[config.mk]
export PLATFORM = sky130hd
export DESIGN_NAME = dsl_char_tokenizer_flat
export DESIGN_NICKNAME = d
export VERILOG_FILES = /design/src/rtl/dct_pkg.sv /design/src/rtl/dct_ifs.sv /design/src/rtl/dsl_char_tokenizer.sv /design/src/flat_wrapper.sv
export SDC_FILE = /design/constraint.sdc
export NUM_CORES = 1
export LEC_CHECK = 0
export ABC_AREA = 1
export BUFFER_PORTS_ARGS = -buffer_cell sky130_fd_sc_hd__clkbuf_2
export CORE_UTILIZATION = 43
export DETAILED_ROUTE_END_ITERATION = 16
export GPL_TIMING_DRIVEN = 1
export PLACE_DENSITY = 0.62
export SLEW_MARGIN = 15
export SYNTH_ARGS = -nofsm -noshare
export SYNTH_HDL_FRONTEND = slang
export SYNTH_SLANG_ARGS = --single-unit
export TNS_END_PERCENT = 50
[constraint.sdc]
create_clock -name clk -period 5.9 [get_ports clk]
set_input_delay 0.295 -clock clk [delete_from_list [all_inputs] [get_ports clk]]
set_output_delay 0.295 -clock clk [all_outputs]
set_load 0.01 [all_outputs]
[src/rtl/dct_pkg.sv]
// Shared types, constants and helpers for the DSL character tokenizer.
package dct_pkg;

  localparam int LINE_BITS  = 24;
  localparam int INT_BITS   = 31;
  localparam int FIFO_DEPTH = 4;
  localparam int FIFO_AW    = $clog2(FIFO_DEPTH);
  localparam int FIFO_CW    = $clog2(FIFO_DEPTH + 1);

  localparam logic [INT_BITS-1:0] INT_MAX = {INT_BITS{1'b1}};
  localparam logic [LINE_BITS-1:0] LINE_MAX = {LINE_BITS{1'b1}};
  localparam logic [LINE_BITS-1:0] LINE_ONE = LINE_BITS'(1);

  localparam logic [7:0] CH_SPACE  = 8'h20;
  localparam logic [7:0] CH_TAB    = 8'h09;
  localparam logic [7:0] CH_CR     = 8'h0D;
  localparam logic [7:0] CH_LF     = 8'h0A;
  localparam logic [7:0] CH_HASH   = 8'h23;
  localparam logic [7:0] CH_LBRACK = 8'h5B;
  localparam logic [7:0] CH_RBRACK = 8'h5D;
  localparam logic [7:0] CH_AT     = 8'h40;
  localparam logic [7:0] CH_RCURLY = 8'h7D;
  localparam logic [7:0] CH_LCURLY = 8'h7B;
  localparam logic [7:0] CH_SEMI   = 8'h3B;
  localparam logic [7:0] CH_RPAREN = 8'h29;
  localparam logic [7:0] CH_LPAREN = 8'h28;
  localparam logic [7:0] CH_COMMA  = 8'h2C;
  localparam logic [7:0] CH_COLON  = 8'h3A;
  localparam logic [7:0] CH_EQUAL  = 8'h3D;
  localparam logic [7:0] CH_PIPE   = 8'h7C;
  localparam logic [7:0] CH_DOLLAR = 8'h24;
  localparam logic [7:0] CH_DASH   = 8'h2D;
  localparam logic [7:0] CH_AMP    = 8'h26;
  localparam logic [7:0] CH_ZERO   = 8'h30;
  localparam logic [7:0] CH_NINE   = 8'h39;
  localparam logic [7:0] CH_LC_A   = 8'h61;
  localparam logic [7:0] CH_LC_Z   = 8'h7A;
  localparam logic [7:0] CH_UC_A   = 8'h41;
  localparam logic [7:0] CH_UC_Z   = 8'h5A;

  typedef enum logic [4:0] {
    K_EOF    = 5'd0,
    K_AT     = 5'd1,
    K_RCURLY = 5'd2,
    K_LCURLY = 5'd3,
    K_SEMI   = 5'd4,
    K_RPAREN = 5'd5,
    K_LPAREN = 5'd6,
    K_COMMA  = 5'd7,
    K_COLON  = 5'd8,
    K_EQUAL  = 5'd9,
    K_PIPE   = 5'd10,
    K_DOLLAR = 5'd11,
    K_DASH   = 5'd12,
    K_AMP    = 5'd13,
    K_INT    = 5'd14,
    K_LETTER = 5'd15,
    K_ERROR  = 5'd16
  } kind_t;

  typedef enum logic [1:0] {
    ERR_NONE       = 2'd0,
    ERR_UNEXPECTED = 2'd1,
    ERR_OPEN_BRACK = 2'd2
  } err_t;

  typedef enum logic [2:0] {
    MODE_NORMAL  = 3'd0,
    MODE_COMMENT = 3'd1,
    MODE_BRACKET = 3'd2,
    MODE_NUMBER  = 3'd3,
    MODE_WORD    = 3'd4,
    MODE_DONE    = 3'd5
  } mode_t;

  typedef struct packed {
    kind_t                kind;
    logic [INT_BITS-1:0]  int_value;
    logic [7:0]           letter;
    logic                 word_start;
    logic [LINE_BITS-1:0] line_number;
    err_t                 error_code;
    logic                 last;
  } res_t;

  function automatic logic is_letter(input logic [7:0] c);
    return (c >= CH_LC_A && c <= CH_LC_Z) || (c >= CH_UC_A && c <= CH_UC_Z);
  endfunction

  function automatic logic is_digit(input logic [7:0] c);
    return c >= CH_ZERO && c <= CH_NINE;
  endfunction

  // K_EOF means "not a punctuation character"
  function automatic kind_t punct_kind(input logic [7:0] c);
    kind_t k;
    case (c)
      CH_AT:     k = K_AT;
      CH_RCURLY: k = K_RCURLY;
      CH_LCURLY: k = K_LCURLY;
      CH_SEMI:   k = K_SEMI;
      CH_RPAREN: k = K_RPAREN;
      CH_LPAREN: k = K_LPAREN;
      CH_COMMA:  k = K_COMMA;
      CH_COLON:  k = K_COLON;
      CH_EQUAL:  k = K_EQUAL;
      CH_PIPE:   k = K_PIPE;
      CH_DOLLAR: k = K_DOLLAR;
      CH_DASH:   k = K_DASH;
      CH_AMP:    k = K_AMP;
      default:   k = K_EOF;
    endcase
    return k;
  endfunction

endpackage

[src/rtl/dct_ifs.sv]
// Channel interfaces: character input and token output.
interface dct_char_if;
  logic       valid;
  logic       ready;
  logic [7:0] char_code;
  logic       end_of_text;

  modport source(output valid, char_code, end_of_text, input ready);
  modport sink(input valid, char_code, end_of_text, output ready);
endinterface

interface dct_tok_if import dct_pkg::*; ();
  logic                 valid;
  logic                 ready;
  kind_t                kind;
  logic [INT_BITS-1:0]  int_value;
  logic [7:0]           letter;
  logic                 word_start;
  logic [LINE_BITS-1:0] line_number;
  err_t                 error_code;
  logic                 last;

  modport source(output valid, kind, int_value, letter, word_start, line_number,
                 error_code, last, input ready);
  modport sink(input valid, kind, int_value, letter, word_start, line_number,
               error_code, last, output ready);
endinterface

[src/rtl/dsl_char_tokenizer.sv]
// Top level of the DSL character tokenizer.
//
//  channel   dir  payload                                           handshake
//  char_in   in   char_code, end_of_text                            valid/ready
//  tok_out   out  kind, int_value, letter, word_start, line_number,  valid/ready
//                 error_code, last
//
// One character per cycle: the scan logic runs in the cycle of the transfer
// and writes zero, one or two results into a 4-entry result queue.
// char_in.ready is high while the queue has room for two results, so input
// only stalls when tok_out is held off; a character that makes two results
// is shown as two tokens in turn. Results are registered in the queue.
// Synchronous reset empties the queue and returns to normal mode, line 1.
module dsl_char_tokenizer import dct_pkg::*; (
  input  logic           clk,
  input  logic           rst,
  dct_char_if.sink       char_in,
  dct_tok_if.source      tok_out
);

  mode_t                mode, mode_next;
  logic [INT_BITS-1:0]  acc, acc_next;
  logic [LINE_BITS-1:0] line_count, line_next;

  res_t                 fifo [FIFO_DEPTH];
  logic [FIFO_AW-1:0]   wr_ptr, rd_ptr;
  logic [FIFO_CW-1:0]   count;

  logic                 in_xfer, out_xfer;
  logic [1:0]           n_res;
  res_t                 res0, res1;

  // normal-mode handling of the current character
  logic                 nm_emit, nm_bump;
  kind_t                nm_kind;
  err_t                 nm_err;
  logic                 nm_start;
  mode_t                nm_mode;

  logic [7:0]           c;
  logic                 eot;
  logic [INT_BITS+3:0]  acc_mul;
  logic                 line_bump;
  logic [LINE_BITS-1:0] line_inc;

  assign c   = char_in.char_code;
  assign eot = char_in.end_of_text;

  assign in_xfer  = char_in.valid && char_in.ready;
  assign out_xfer = tok_out.valid && tok_out.ready;
  assign char_in.ready = count <= FIFO_CW'(FIFO_DEPTH - 2);

  assign acc_mul = {3'b000, acc, 1'b0} + {acc, 3'b000} + (INT_BITS+4)'(c - CH_ZERO);
  assign line_inc = (line_count != LINE_MAX) ? line_count + LINE_ONE : line_count;

  always_comb begin
    nm_emit  = 1'b0;
    nm_bump  = 1'b0;
    nm_kind  = K_EOF;
    nm_err   = ERR_NONE;
    nm_start = 1'b0;
    nm_mode  = MODE_NORMAL;
    if (eot) begin
      nm_emit = 1'b1;
      nm_mode = MODE_DONE;
    end else if (c == CH_SPACE || c == CH_TAB || c == CH_CR) begin
      nm_mode = MODE_NORMAL;
    end else if (c == CH_LF) begin
      nm_bump = 1'b1;
    end else if (c == CH_HASH) begin
      nm_mode = MODE_COMMENT;
    end else if (c == CH_LBRACK) begin
      nm_mode = MODE_BRACKET;
    end else if (punct_kind(c) != K_EOF) begin
      nm_emit = 1'b1;
      nm_kind = punct_kind(c);
    end else if (is_digit(c)) begin
      nm_mode = MODE_NUMBER;
    end else if (is_letter(c)) begin
      nm_emit  = 1'b1;
      nm_kind  = K_LETTER;
      nm_start = 1'b1;
      nm_mode  = MODE_WORD;
    end else begin
      nm_emit = 1'b1;
      nm_kind = K_ERROR;
      nm_err  = ERR_UNEXPECTED;
      nm_mode = MODE_DONE;
    end
  end

  // scan state machine: next state and results of the accepted character
  always_comb begin
    res_t base, nm_res;
    base            = '0;
    base.kind       = K_EOF;
    base.error_code = ERR_NONE;
    base.line_number = line_count;
    nm_res            = base;
    nm_res.kind       = nm_kind;
    nm_res.error_code = nm_err;
    nm_res.word_start = nm_start;
    nm_res.letter     = nm_kind == K_LETTER ? c : 8'h00;

    mode_next = mode;
    acc_next  = acc;
    line_bump = 1'b0;
    n_res     = 2'd0;
    res0      = base;
    res1      = base;

    case (mode)
      MODE_NORMAL: begin
        mode_next = nm_mode;
        line_bump = nm_bump;
        acc_next  = INT_BITS'(c - CH_ZERO);
        res0      = nm_res;
        n_res     = {1'b0, nm_emit};
      end
      MODE_COMMENT: begin
        if (eot) begin
          mode_next = MODE_DONE;
          n_res     = 2'd1;
        end else if (c == CH_LF) begin
          line_bump = 1'b1;
          mode_next = MODE_NORMAL;
        end
      end
      MODE_BRACKET: begin
        if (eot) begin
          mode_next       = MODE_DONE;
          res0.kind       = K_ERROR;
          res0.error_code = ERR_OPEN_BRACK;
          n_res           = 2'd1;
        end else if (c == CH_LF) begin
          line_bump = 1'b1;
        end else if (c == CH_RBRACK) begin
          mode_next = MODE_NORMAL;
        end
      end
      MODE_NUMBER: begin
        if (!eot && is_digit(c)) begin
          acc_next = (acc_mul > (INT_BITS+4)'(INT_MAX)) ? INT_MAX : acc_mul[INT_BITS-1:0];
        end else begin
          // terminator gives the int token, then is scanned as a normal char
          acc_next       = '0;
          res0.kind      = K_INT;
          res0.int_value = acc;
          res1           = nm_res;
          mode_next      = nm_mode;
          line_bump      = nm_bump;
          n_res          = nm_emit ? 2'd2 : 2'd1;
        end
      end
      MODE_WORD: begin
        if (!eot && is_letter(c)) begin
          res0.kind   = K_LETTER;
          res0.letter = c;
          n_res       = 2'd1;
        end else begin
          mode_next = nm_mode;
          line_bump = nm_bump;
          acc_next  = INT_BITS'(c - CH_ZERO);
          res0      = nm_res;
          n_res     = {1'b0, nm_emit};
        end
      end
      default: begin
        mode_next = MODE_DONE;
      end
    endcase

    res0.last = n_res == 2'd1;
    res1.last = 1'b1;
    line_next = line_bump ? line_inc : line_count;
  end

  always_ff @(posedge clk) begin
    if (rst) begin
      mode       <= MODE_NORMAL;
      acc        <= '0;
      line_count <= LINE_ONE;
    end else if (in_xfer) begin
      mode       <= mode_next;
      acc        <= acc_next;
      line_count <= line_next;
    end
  end

  // result queue
  always_ff @(posedge clk) begin
    if (rst) begin
      wr_ptr <= '0;
      rd_ptr <= '0;
      count  <= '0;
    end else begin
      if (in_xfer) begin
        wr_ptr <= wr_ptr + FIFO_AW'(n_res);
      end
      if (out_xfer) begin
        rd_ptr <= rd_ptr + FIFO_AW'(1);
      end
      count <= count + FIFO_CW'(in_xfer ? n_res : 2'd0) - FIFO_CW'(out_xfer);
    end
  end

  always_ff @(posedge clk) begin
    if (in_xfer && n_res != 2'd0) begin
      fifo[wr_ptr] <= res0;
    end
    if (in_xfer && n_res == 2'd2) begin
      fifo[wr_ptr + FIFO_AW'(1)] <= res1;
    end
  end

  assign tok_out.valid       = count != '0;
  assign tok_out.kind        = fifo[rd_ptr].kind;
  assign tok_out.int_value   = fifo[rd_ptr].int_value;
  assign tok_out.letter      = fifo[rd_ptr].letter;
  assign tok_out.word_start  = fifo[rd_ptr].word_start;
  assign tok_out.line_number = fifo[rd_ptr].line_number;
  assign tok_out.error_code  = fifo[rd_ptr].error_code;
  assign tok_out.last        = fifo[rd_ptr].last;

endmodule

[src/flat_wrapper.sv]
// flat-port wrapper written by rule: the top's interface ports become plain ports
module dsl_char_tokenizer_flat import dct_pkg::*;
  (clk, rst, char_in_valid, char_in_char_code, char_in_end_of_text, char_in_ready, tok_out_valid, tok_out_kind, tok_out_int_value, tok_out_letter, tok_out_word_start, tok_out_line_number, tok_out_error_code, tok_out_last, tok_out_ready);
  dct_char_if char_in_i ();
  dct_tok_if tok_out_i ();
  input  logic clk;
  input  logic rst;
  input wire logic [$bits(char_in_i.valid)-1:0] char_in_valid;
  input wire logic [$bits(char_in_i.char_code)-1:0] char_in_char_code;
  input wire logic [$bits(char_in_i.end_of_text)-1:0] char_in_end_of_text;
  output wire logic [$bits(char_in_i.ready)-1:0] char_in_ready;
  output wire logic [$bits(tok_out_i.valid)-1:0] tok_out_valid;
  output wire logic [$bits(tok_out_i.kind)-1:0] tok_out_kind;
  output wire logic [$bits(tok_out_i.int_value)-1:0] tok_out_int_value;
  output wire logic [$bits(tok_out_i.letter)-1:0] tok_out_letter;
  output wire logic [$bits(tok_out_i.word_start)-1:0] tok_out_word_start;
  output wire logic [$bits(tok_out_i.line_number)-1:0] tok_out_line_number;
  output wire logic [$bits(tok_out_i.error_code)-1:0] tok_out_error_code;
  output wire logic [$bits(tok_out_i.last)-1:0] tok_out_last;
  input wire logic [$bits(tok_out_i.ready)-1:0] tok_out_ready;
  assign char_in_i.valid = char_in_valid;
  assign char_in_i.char_code = char_in_char_code;
  assign char_in_i.end_of_text = char_in_end_of_text;
  assign char_in_ready = char_in_i.ready;
  assign tok_out_valid = tok_out_i.valid;
  assign tok_out_kind = tok_out_i.kind;
  assign tok_out_int_value = tok_out_i.int_value;
  assign tok_out_letter = tok_out_i.letter;
  assign tok_out_word_start = tok_out_i.word_start;
  assign tok_out_line_number = tok_out_i.line_number;
  assign tok_out_error_code = tok_out_i.error_code;
  assign tok_out_last = tok_out_i.last;
  assign tok_out_i.ready = tok_out_ready;
  dsl_char_tokenizer u_core (.clk(clk), .rst(rst), .char_in(char_in_i), .tok_out(tok_out_i));
endmodule
==> run metrics <==
uppermost layer routed met4; Yosys reg bits 355; Core ar. 0.04646 sq mm; internal power 5.967 mW; port bufs 86; Final Net Count 2883; part of the power in the clock network 22.7%; Cell variety after synth 40; crit-path max FO 29; WS Path Type primary input to register; area delta synth->final 9.602%; class of the worst hold path primary input to register; Crit path top cell by count nand2_1; DR WL met2 28840 microns; clk_lat worst skew 540 ps; Post-DP HPWL 38630 microns; Seq pwr share 35.7%; Die Wd 218.9 microns; Synth area leaders edfxtp_1, dfxtp_1, nand2_1; cts hold-fix bufs 0; FFs w/ async S/R, synth 0%; area of the mapped netlist 0.02022 sq mm; Power Density 460.5 mW/mm^2; Main synth FF type dfxtp_1; detailed-route DRC error count 0; Net Sw Frac 41.55%; maximum VDD drop 332.0 uV; max incr delay on CP 600 ps; final setup TNS 0 ps; Comb pwr share 41.6%; R2R Path Start u_core.acc[0]; Routability Congestion 0.9118; share of cells above drive strength 1 7.654%; Critical Path Source char_in_char_code[4]; Sequential Area 0.008672 sq mm; antenna viol nets, final 0; worst-margin pin slew 1043 ps; outcome completed; Total GRT Usage 24.98%; met3 wire len 3007 microns; WL final 59910 microns; Buf+Inv Stages, Crit Path 3; setup bufs post-CTS 0; CTS Buf Count 39; Final Max Slew Viols 0; die area 0.04790 sq mm; f_max 241.0 MHz; Psw 4.241 mW; Area after DPL 0.02098 sq mm; initial antenna violation count 0; leakage 11.07 nW; Fillers 4674; final hold vios 0; largest area contributor in the netlist edfxtp_1; Longest Clk Path Bufs 3; vias per cell 5.319; clock skew 20.22 ps; ANT cells 0; clock sinks 355; Mapped Cells 2780; Die H 218.9 microns; Worst setup EP type register; M1 WL 26760 microns; crit path cell chain clkbuf_2 -> ha_1 -> nor2_2 -> buf_4 -> fa_1 -> ha_1 -> nand2_1 -> inv_1 -> a21oi_1 -> nand2_1 -> nand2_1 -> nand2_1 -> nand2_1 -> nand2_1 -> nand2_1 -> nand2_1 -> nor2_1 -> nand2_1 -> o21ai_0 -> a21oi_1; drt wl/cell 17.47 microns; global-route wire length before repair 95050 microns; Final min period 4149 ps; area occupied by multi-input gates 0.009539 sq mm; post-synthesis sequential area ratio 42.86%; Req. time, crit path 6290 ps; CTS tree built; Root Buffer clkbuf_16; Post-synth EDFFs 156; final worst path period share 70.33%; Final Setup Violations 0; number of synthesis warnings 0; Startpoint Class primary input; max-capacitance violation count 0; number of global-route vias before repair 17720; crit-path leading delay family simple AND/OR/NAND/NOR gates; post-route design area 0.02217 sq mm; CTS clk-pin slew, worst paths 60 ps; 1st-iter DRT viols 1394; I/O pin count 87; critical path's slowest cell nand2_1; Slew HR 30.28%; Starting Density 43.53%; unrepaired setup endpoints after global routing no; top cell type's share of synthesized area 23.16%; Remaining Overflow, GRT 0; H-Tree Depth 2; critical path arrival 4530 ps; Post-CTS Resized 0; Mean Syn Cell Area 7.275 sq um; Hold Crit Start tok_out_ready; DRT Pass-1 Iters 7; Via Count 18240; row count 79; pin count of the biggest net entering global routing 80
==> synthesized netlist by cell type (13+ instances only) <==
cell,number
a21oi_1,204
a31oi_1,13
ha_1,45
nor3_1,24
nor2_1,479
dfxtp_1,199
fa_1,31
edfxtp_1,156
inv_1,339
clkbuf_1,89
o21ai_0,213
inv_2,20
o21ai_1,14
nand3_1,64
buf_2,38
nand2_1,595
xor2_1,25
nand4_1,81
o22ai_1,66
==> kinds of logic (layout without fill, tap and decap cells) <==
| logic type | Yosys count | after routing | synth area share, % |
|---|---|---|---|
| buf+inv | 508 | 547 | 10.07 |
| flops | 355 | 355 | 42.86 |
| compound gates | 526 | 526 | 13.72 |
| fa+ha+maj | 76 | 76 | 5.853 |
| other cells | 1 | 4 | 0.01854 |
| simple gates | 1281 | 1281 | 26.05 |
| xor+xnor | 33 | 33 | 1.429 |
==> cell type report <==
class                      instances  share of cell area (%)
clock buffer                      56                   4.917
clock inverter                    13                  0.4121
inverter                         363                   6.159
multi-input combinational       1920                   43.04
sequential                       355                   39.13
tap                              607                   3.426
timing repair buffer             115                   2.924
==> layout by cell type, fill, tap and decap left out, types with 3 or more instances in the layout <==
master,count
a21o_1,4
a21oi_1,204
a31oi_1,13
buf_4,29
clkbuf_1,12
clkbuf_16,39
clkbuf_2,86
clkbuf_8,5
clkinv_1,9
clkinv_2,5
conb_1,4
dfxtp_1,198
edfxtp_1,156
fa_1,31
ha_1,45
inv_1,336
inv_2,22
nand2_1,595
nand2_2,10
nand3_1,64
nand3_4,4
nand3b_1,4
nand4_1,81
nor2_1,478
nor2_2,9
nor3_1,24
nor4_1,9
o21a_1,3
o21ai_0,213
o21ai_1,14
o21bai_1,3
o22ai_1,66
xnor2_1,8
xor2_1,25
==> through the flow <==
stage	power, mW	instances	utilization (%)	hold WS, ps	setup WS, ps
floorplan	6.623	2783	-	423.6	1190
global placement	7.821	3360	45.15	435.5	1345
detailed placement	7.915	3360	45.15	441.8	1197
CTS	10.24	3429	47.69	102.9	1740
global route	10.95	3429	47.71	166.9	1298
finish	10.21	3429	47.71	124.7	1751
==> tightest hold or removal path: stages <==
cell	delay (ps)
clkbuf_2	80
nand2_1	40
inv_1	120
a21oi_1	80
==> worst paths after layout <==
| path | cells past startpoint | to | slack [ps] |
|---|---|---|---|
| setup / recovery | 20 | u_core.acc[10] | 1750 |
| hold / removal | 4 | register | 120 |
| setup reg to reg | 18 | u_core.acc[10] | 1990 |
| hold reg to reg | 2 | u_core.fifo[0][0] | 460 |
==> registers in the layout, indices dropped and copies added (netlist names), named ones only <==
signal             count
u_core.acc            31
u_core.count           3
u_core.fifo          288
u_core.line_count     24
u_core.mode            3
u_core.rd_ptr          2
u_core.wr_ptr          2
==> power groups by stage <==
stage | combinational [mW] | sequential, mW | clock [mW]
after floorplan | 3.09 | 3.53 | 0
after global placement | 4.16 | 3.66 | 0
after detailed placement | 4.23 | 3.69 | 0
after CTS | 4.25 | 3.64 | 2.35
after global routing | 4.80 | 3.71 | 2.44
final | 4.25 | 3.64 | 2.31
==> per-layer routing <==
layer | global-route usage [%] | vias to the layer above
li1 | - | 9040
met1 | 32.14 | 8620
met4 | 7.315 | 0
met3 | 3.146 | 99
met5 | 0 | -
met2 | 43.63 | 479
Note: power is estimated with default switching activity, not from simulation.
